==> config.mk <==
export PLATFORM = sky130hd
export DESIGN_NAME = lfv_csr
export DESIGN_NICKNAME = d
export VERILOG_FILES = /design/src/rtl/lfv_pkg.sv /design/src/rtl/lfv_csr.sv
export SDC_FILE = /design/constraint.sdc
export NUM_CORES = 1
export LEC_CHECK = 0
export BUFFER_PORTS_ARGS = -buffer_cell sky130_fd_sc_hd__buf_4
export CORE_UTILIZATION = 52
export CTS_CLUSTER_DIAMETER = 40
export DETAILED_ROUTE_END_ITERATION = 8
export GPL_ROUTABILITY_DRIVEN = 0
export HOLD_SLACK_MARGIN = 0.06
export PLACE_DENSITY = 0.8
export SETUP_SLACK_MARGIN = 0.15
export SYNTH_ARGS = -nofsm -noshare
export SYNTH_HDL_FRONTEND = slang
export SYNTH_SLANG_ARGS = --single-unit
==> constraint.sdc <==
create_clock -name clock -period 3.2 [get_ports clock]
set_clock_uncertainty 0.15 [all_clocks]
set_input_delay 0.64 -clock clock [delete_from_list [all_inputs] [get_ports clock]]
set_output_delay 0.64 -clock clock [all_outputs]
set_load 0.01 [all_outputs]
==> src/rtl/lfv_pkg.sv <==
package lfv_pkg;

   // saturation width of position and velocity results
   localparam int VALUE_WIDTH = 32;

   localparam int DATA_W  = 32;
   localparam int DT_W    = 24;
   localparam int DTSUM_W = DT_W + 1;
   localparam int IM_W    = 31;
   localparam int SIZE_W  = 31;
   localparam int NUM_AXES = 3;
   localparam int CSR_IDX_W = 8;

   // register stages from request to result
   localparam int PIPE_DEPTH = 10;

   // width of the pre-saturation velocity and position values
   localparam int SAT_W = 48;

   localparam logic signed [SAT_W-1:0] SAT_HI =
      SAT_W'((64'd1 << (VALUE_WIDTH - 1)) - 64'd1);
   localparam logic signed [SAT_W-1:0] SAT_LO = -SAT_HI - SAT_W'(1);

   typedef enum logic [CSR_IDX_W-1:0] {
      REG_DT_PREV    = 8'd0,
      REG_DT_NEXT    = 8'd1,
      REG_BOX_LOW_X  = 8'd2,
      REG_BOX_LOW_Y  = 8'd3,
      REG_BOX_LOW_Z  = 8'd4,
      REG_BOX_SIZE_X = 8'd5,
      REG_BOX_SIZE_Y = 8'd6,
      REG_BOX_SIZE_Z = 8'd7
   } csr_index_type;

   typedef struct packed {
      logic [DT_W-1:0]                     dt_next;
      logic [DTSUM_W-1:0]                  dt_sum;
      logic [NUM_AXES-1:0][DATA_W-1:0]     box_low;
      logic [NUM_AXES-1:0][SIZE_W-1:0]     box_size;
   } cfg_type;

   function automatic logic signed [DATA_W-1:0] sat_value(input logic signed [SAT_W-1:0] x);
      logic signed [SAT_W-1:0] y;
      if (x > SAT_HI) begin
         y = SAT_HI;
      end else if (x < SAT_LO) begin
         y = SAT_LO;
      end else begin
         y = x;
      end
      return DATA_W'(y);
   endfunction

endpackage

==> src/rtl/lfv_csr.sv <==
module lfv_csr import lfv_pkg::*; (
   input  logic                  clock,
   input  logic                  reset,
   input  logic                  wr_en,
   input  logic [CSR_IDX_W-1:0]  wr_index,
   input  logic [DATA_W-1:0]     wr_data,
   output cfg_type               cfg
);

   logic [DT_W-1:0]                 dt_prev_ff, dt_prev_in;
   logic [DT_W-1:0]                 dt_next_ff, dt_next_in;
   logic [DTSUM_W-1:0]              dt_sum_ff;
   logic [NUM_AXES-1:0][DATA_W-1:0] box_low_ff, box_low_in;
   logic [NUM_AXES-1:0][SIZE_W-1:0] box_size_ff, box_size_in;

   always_comb begin
      dt_prev_in  = dt_prev_ff;
      dt_next_in  = dt_next_ff;
      box_low_in  = box_low_ff;
      box_size_in = box_size_ff;
      if (wr_en) begin
         case (wr_index)
            REG_DT_PREV:    dt_prev_in     = wr_data[DT_W-1:0];
            REG_DT_NEXT:    dt_next_in     = wr_data[DT_W-1:0];
            REG_BOX_LOW_X:  box_low_in[0]  = wr_data;
            REG_BOX_LOW_Y:  box_low_in[1]  = wr_data;
            REG_BOX_LOW_Z:  box_low_in[2]  = wr_data;
            REG_BOX_SIZE_X: box_size_in[0] = wr_data[SIZE_W-1:0];
            REG_BOX_SIZE_Y: box_size_in[1] = wr_data[SIZE_W-1:0];
            REG_BOX_SIZE_Z: box_size_in[2] = wr_data[SIZE_W-1:0];
            default: begin
               // unknown index, write dropped
            end
         endcase
      end
   end

   always_ff @(posedge clock) begin
      if (reset) begin
         dt_prev_ff  <= '0;
         dt_next_ff  <= '0;
         dt_sum_ff   <= '0;
         box_low_ff  <= '0;
         box_size_ff <= '0;
      end else begin
         dt_prev_ff  <= dt_prev_in;
         dt_next_ff  <= dt_next_in;
         // sum of steps read as q0.25 gives the factor one half
         dt_sum_ff   <= DTSUM_W'(dt_prev_ff) + DTSUM_W'(dt_next_ff);
         box_low_ff  <= box_low_in;
         box_size_ff <= box_size_in;
      end
   end

   assign cfg.dt_next  = dt_next_ff;
   assign cfg.dt_sum   = dt_sum_ff;
   assign cfg.box_low  = box_low_ff;
   assign cfg.box_size = box_size_ff;

endmodule

==> flow_metrics.py <==
metrics = {
    "clock_network": {
        "clkSinkCount": 262,
        "cts_setup_buffers": 0,
        "h-tree-depth": 2,
        "cts_root_buffer": "clkbuf_16",
        "clk_pin_slew_worst_paths_ns": 0.05,
        "cts_tree": "yes",
        "clkLatencyLatePin_ns": 0.49,
        "clock_path_buffers": 3,
        "cts_made_buffers": 35,
        "ctsHoldBuffers": 0,
        "cts.repair.resized": 0,
    },
    "routing": {
        "via_per_inst": 5.35,
        "drtAntennaViolNets": 0,
        "wirelength_um": 30600,
        "vias": 9600,
        "drc_errors": 0,
        "first_pass_iters": 6,
        "wire_per_inst_um": 17.0,
        "drtIter0Drc": 675,
    },
    "worst_setup_path": {
        "start_kind": "flop",
        "path_max_fanout": 3,
        "worstSetupPathType": "flop to flop",
        "cp.arrival_ns": 3.01,
        "crit_required_ns": 3.41,
        "end_kind": "flop",
        "crit_path_start": "dt_next_ff[0]$_SDFFE_PP0P_",
        "r2r-start": "dt_next_ff[0]$_SDFFE_PP0P_",
    },
    "layout": {
        "antenna_cells": 0,
        "drive_gt1_share_pct": 24.3,
        "final_cell_mix": "nand2_1 (489), buf_4 (302), dfxtp_1 (262)",
        "layout_commonest_cell": "nand2_1",
        "nNetsFinal": 1579,
        "area_delta_synth_final_pct": 33.4,
        "design_area_mm2": 0.0135,
    },
    "run_status": {
        "status": "completed",
    },
    "synthesis": {
        "synth_fp_nets": 1343,
        "synth_seq_cells": 262,
        "async_flop_share_pct": 0,
        "ys_seq_area_share_pct": 51.9,
        "netlist_area_mm2": 0.0101,
        "synth_edf_count": 0,
        "synth.distinct_cells": 46,
        "syn_area_per_cell_um2": 7.92,
        "yosysWarnings": 0,
        "synth_cells": 1275,
        "synth_flop_cell": "dfxtp_1",
    },
    "floorplan": {
        "dieArea_mm2": 0.0200,
        "initial_core_util_pct": 53.5,
        "rows": 50,
        "fp.dieW_um": 141,
        "dieHeight_um": 141,
        "core_region_area_mm2": 0.0189,
        "io_pins": 281,
    },
    "global_routing": {
        "grt_max_degree": 199,
        "grt_pass1_wl_um": 47100,
        "grt_antenna_before_repair": 0,
        "grt_usage_pct": 29.9,
        "grt-ovfl-total": 0,
        "grt_pass1_vias": 8942,
    },
    "timing": {
        "hold_viol_final": 0,
        "setup_violations": 0,
        "min_period_over_period_pct": 87.3,
        "setup_tns_ns": 0,
        "fin_ws_ns": 0.406,
        "max_freq_mhz": 358,
        "tightest_slew_ns": 0.951,
        "min_period_ns": 2.79,
        "relSlewSlack_pct": 36.6,
        "drv_slew": 0,
        "rsz0062_at_grt": "no",
    },
    "flow_run": {
        "cap_viol_max_count": 0,
    },
    "power": {
        "peakVddDrop_v": 0.000458,
        "p_leak_nw": 5.46,
        "powerDensity_mw_per_mm2": 556,
    },
    "placed_design": {
        "dpl_cell_area_mm2": 0.0122,
        "port_buffers": 280,
        "dp.final_hpwl_um": 20400,
        "dpl_worst_slack_ns": 0.438,
    },
    "worst_hold_path": {
        "hold_path.class": "input pin to flop",
        "min_from": "wr_data[31]",
    },
}
## layer usage
layer / global-route usage (%) / wire [um]
met1: 37.3 / 12500
met2: 48.9 / 14400
met3: 7.80 / 2620
met4: 13.0 / 1060
met5: 0 / 0
## logic make-up (layout without fill, tap and decap cells)
logic type / after synthesis / count (layout) / share of synthesized area (%)
buf+inv: 109 / 370 / 5.18
xor+xnor: 19 / 19 / 1.65
flops: 262 / 262 / 51.9
simple gates: 558 / 558 / 22.0
fa+ha+maj: 25 / 25 / 3.17
compound gates: 301 / 301 / 15.9
mux: 1 / 1 / 0.149
## through the flow
| stage | util [%] | power (mW) | hold WS, ns | std cells |
|---|---|---|---|---|
| 5_1_grt | 71.3 | 7.69 | 0.278 | 1796 |
| 3_5_place_dp | 64.8 | 3.53 | 0.297 | 1734 |
| 4_1_cts | 71.3 | 7.53 | 0.275 | 1796 |
| 2_1_floorplan | - | 3.45 | 0.290 | 1275 |
| 6_report | 71.3 | 7.49 | 0.286 | 1796 |
| 3_3_place_gp | 64.8 | 3.53 | 0.292 | 1734 |
## cells in the mapped netlist (2+ instances only)
cell / number / area [um2]
a31oi_1: 4 / 25.0
nor2b_1: 5 / 31.3
nand3_1: 5 / 25.0
and3_1: 4 / 25.0
o21ai_0: 12 / 60.1
xor2_1: 10 / 87.6
buf_2: 19 / 95.1
a21o_1: 9 / 67.6
ha_1: 24 / 300
xnor2_1: 9 / 78.8
nand2b_1: 3 / 18.8
nand3b_1: 5 / 37.5
nor3b_2: 2 / 25.0
nor3_1: 2 / 10.0
buf_4: 24 / 180
clkbuf_1: 62 / 233
a211oi_1: 6 / 45.0
o211ai_1: 2 / 15.0
inv_1: 4 / 15.0
nor2_1: 32 / 120
o21a_1: 3 / 22.5
a21oi_1: 255 / 1280
nand2_1: 489 / 1840
dfxtp_1: 262 / 5250
nand4b_1: 2 / 17.5
## state kept, by name, summed over array words and instances, names as in the netlist
register and flops:
cfg 189, dt_next_ff 24, dt_prev_ff 24, dt_sum_ff 25
## where the power goes
part           internal, mW  switching [mW]
Sequential             3.27         0.00231
Clock                  2.59            1.45
Combinational        0.0536           0.140
## worst max-delay path, cell delays in order, from the launching register on
cell      delay [ns]
dfxtp_1         0.33
ha_1            0.25
fa_1            0.43
a211oi_1        0.30
o21ai_0         0.22
a41oi_1         0.27
o21ai_0         0.16
a221o_1         0.36
xnor2_1         0.14
nor2_1          0.05
## path summary, 6_finish.rpt
path                            slack, ns                       end  depth (start not counted)
worst min-delay path                 0.29     cfg[156]$_SDFFE_PP0P_                          3
worst max-delay path                 0.41  dt_sum_ff[20]$_SDFF_PP0_                          9
worst min register to register       0.30     cfg[105]$_SDFFE_PP0P_                          2
worst max register to register       0.41  dt_sum_ff[20]$_SDFF_PP0_                          9
## cell type report
type                            count  area [um2]
Clock buffer                       46        1020
Clock inverter                     16         215
Fill cell                        1508        5420
Inverter                            4        15.0
Multi-Input combinational cell    904        4360
Sequential cell                   262        5250
Tap cell                          260         325
Timing Repair Buffer              304        2300
Note: power is estimated with default switching activity, not from simulation.
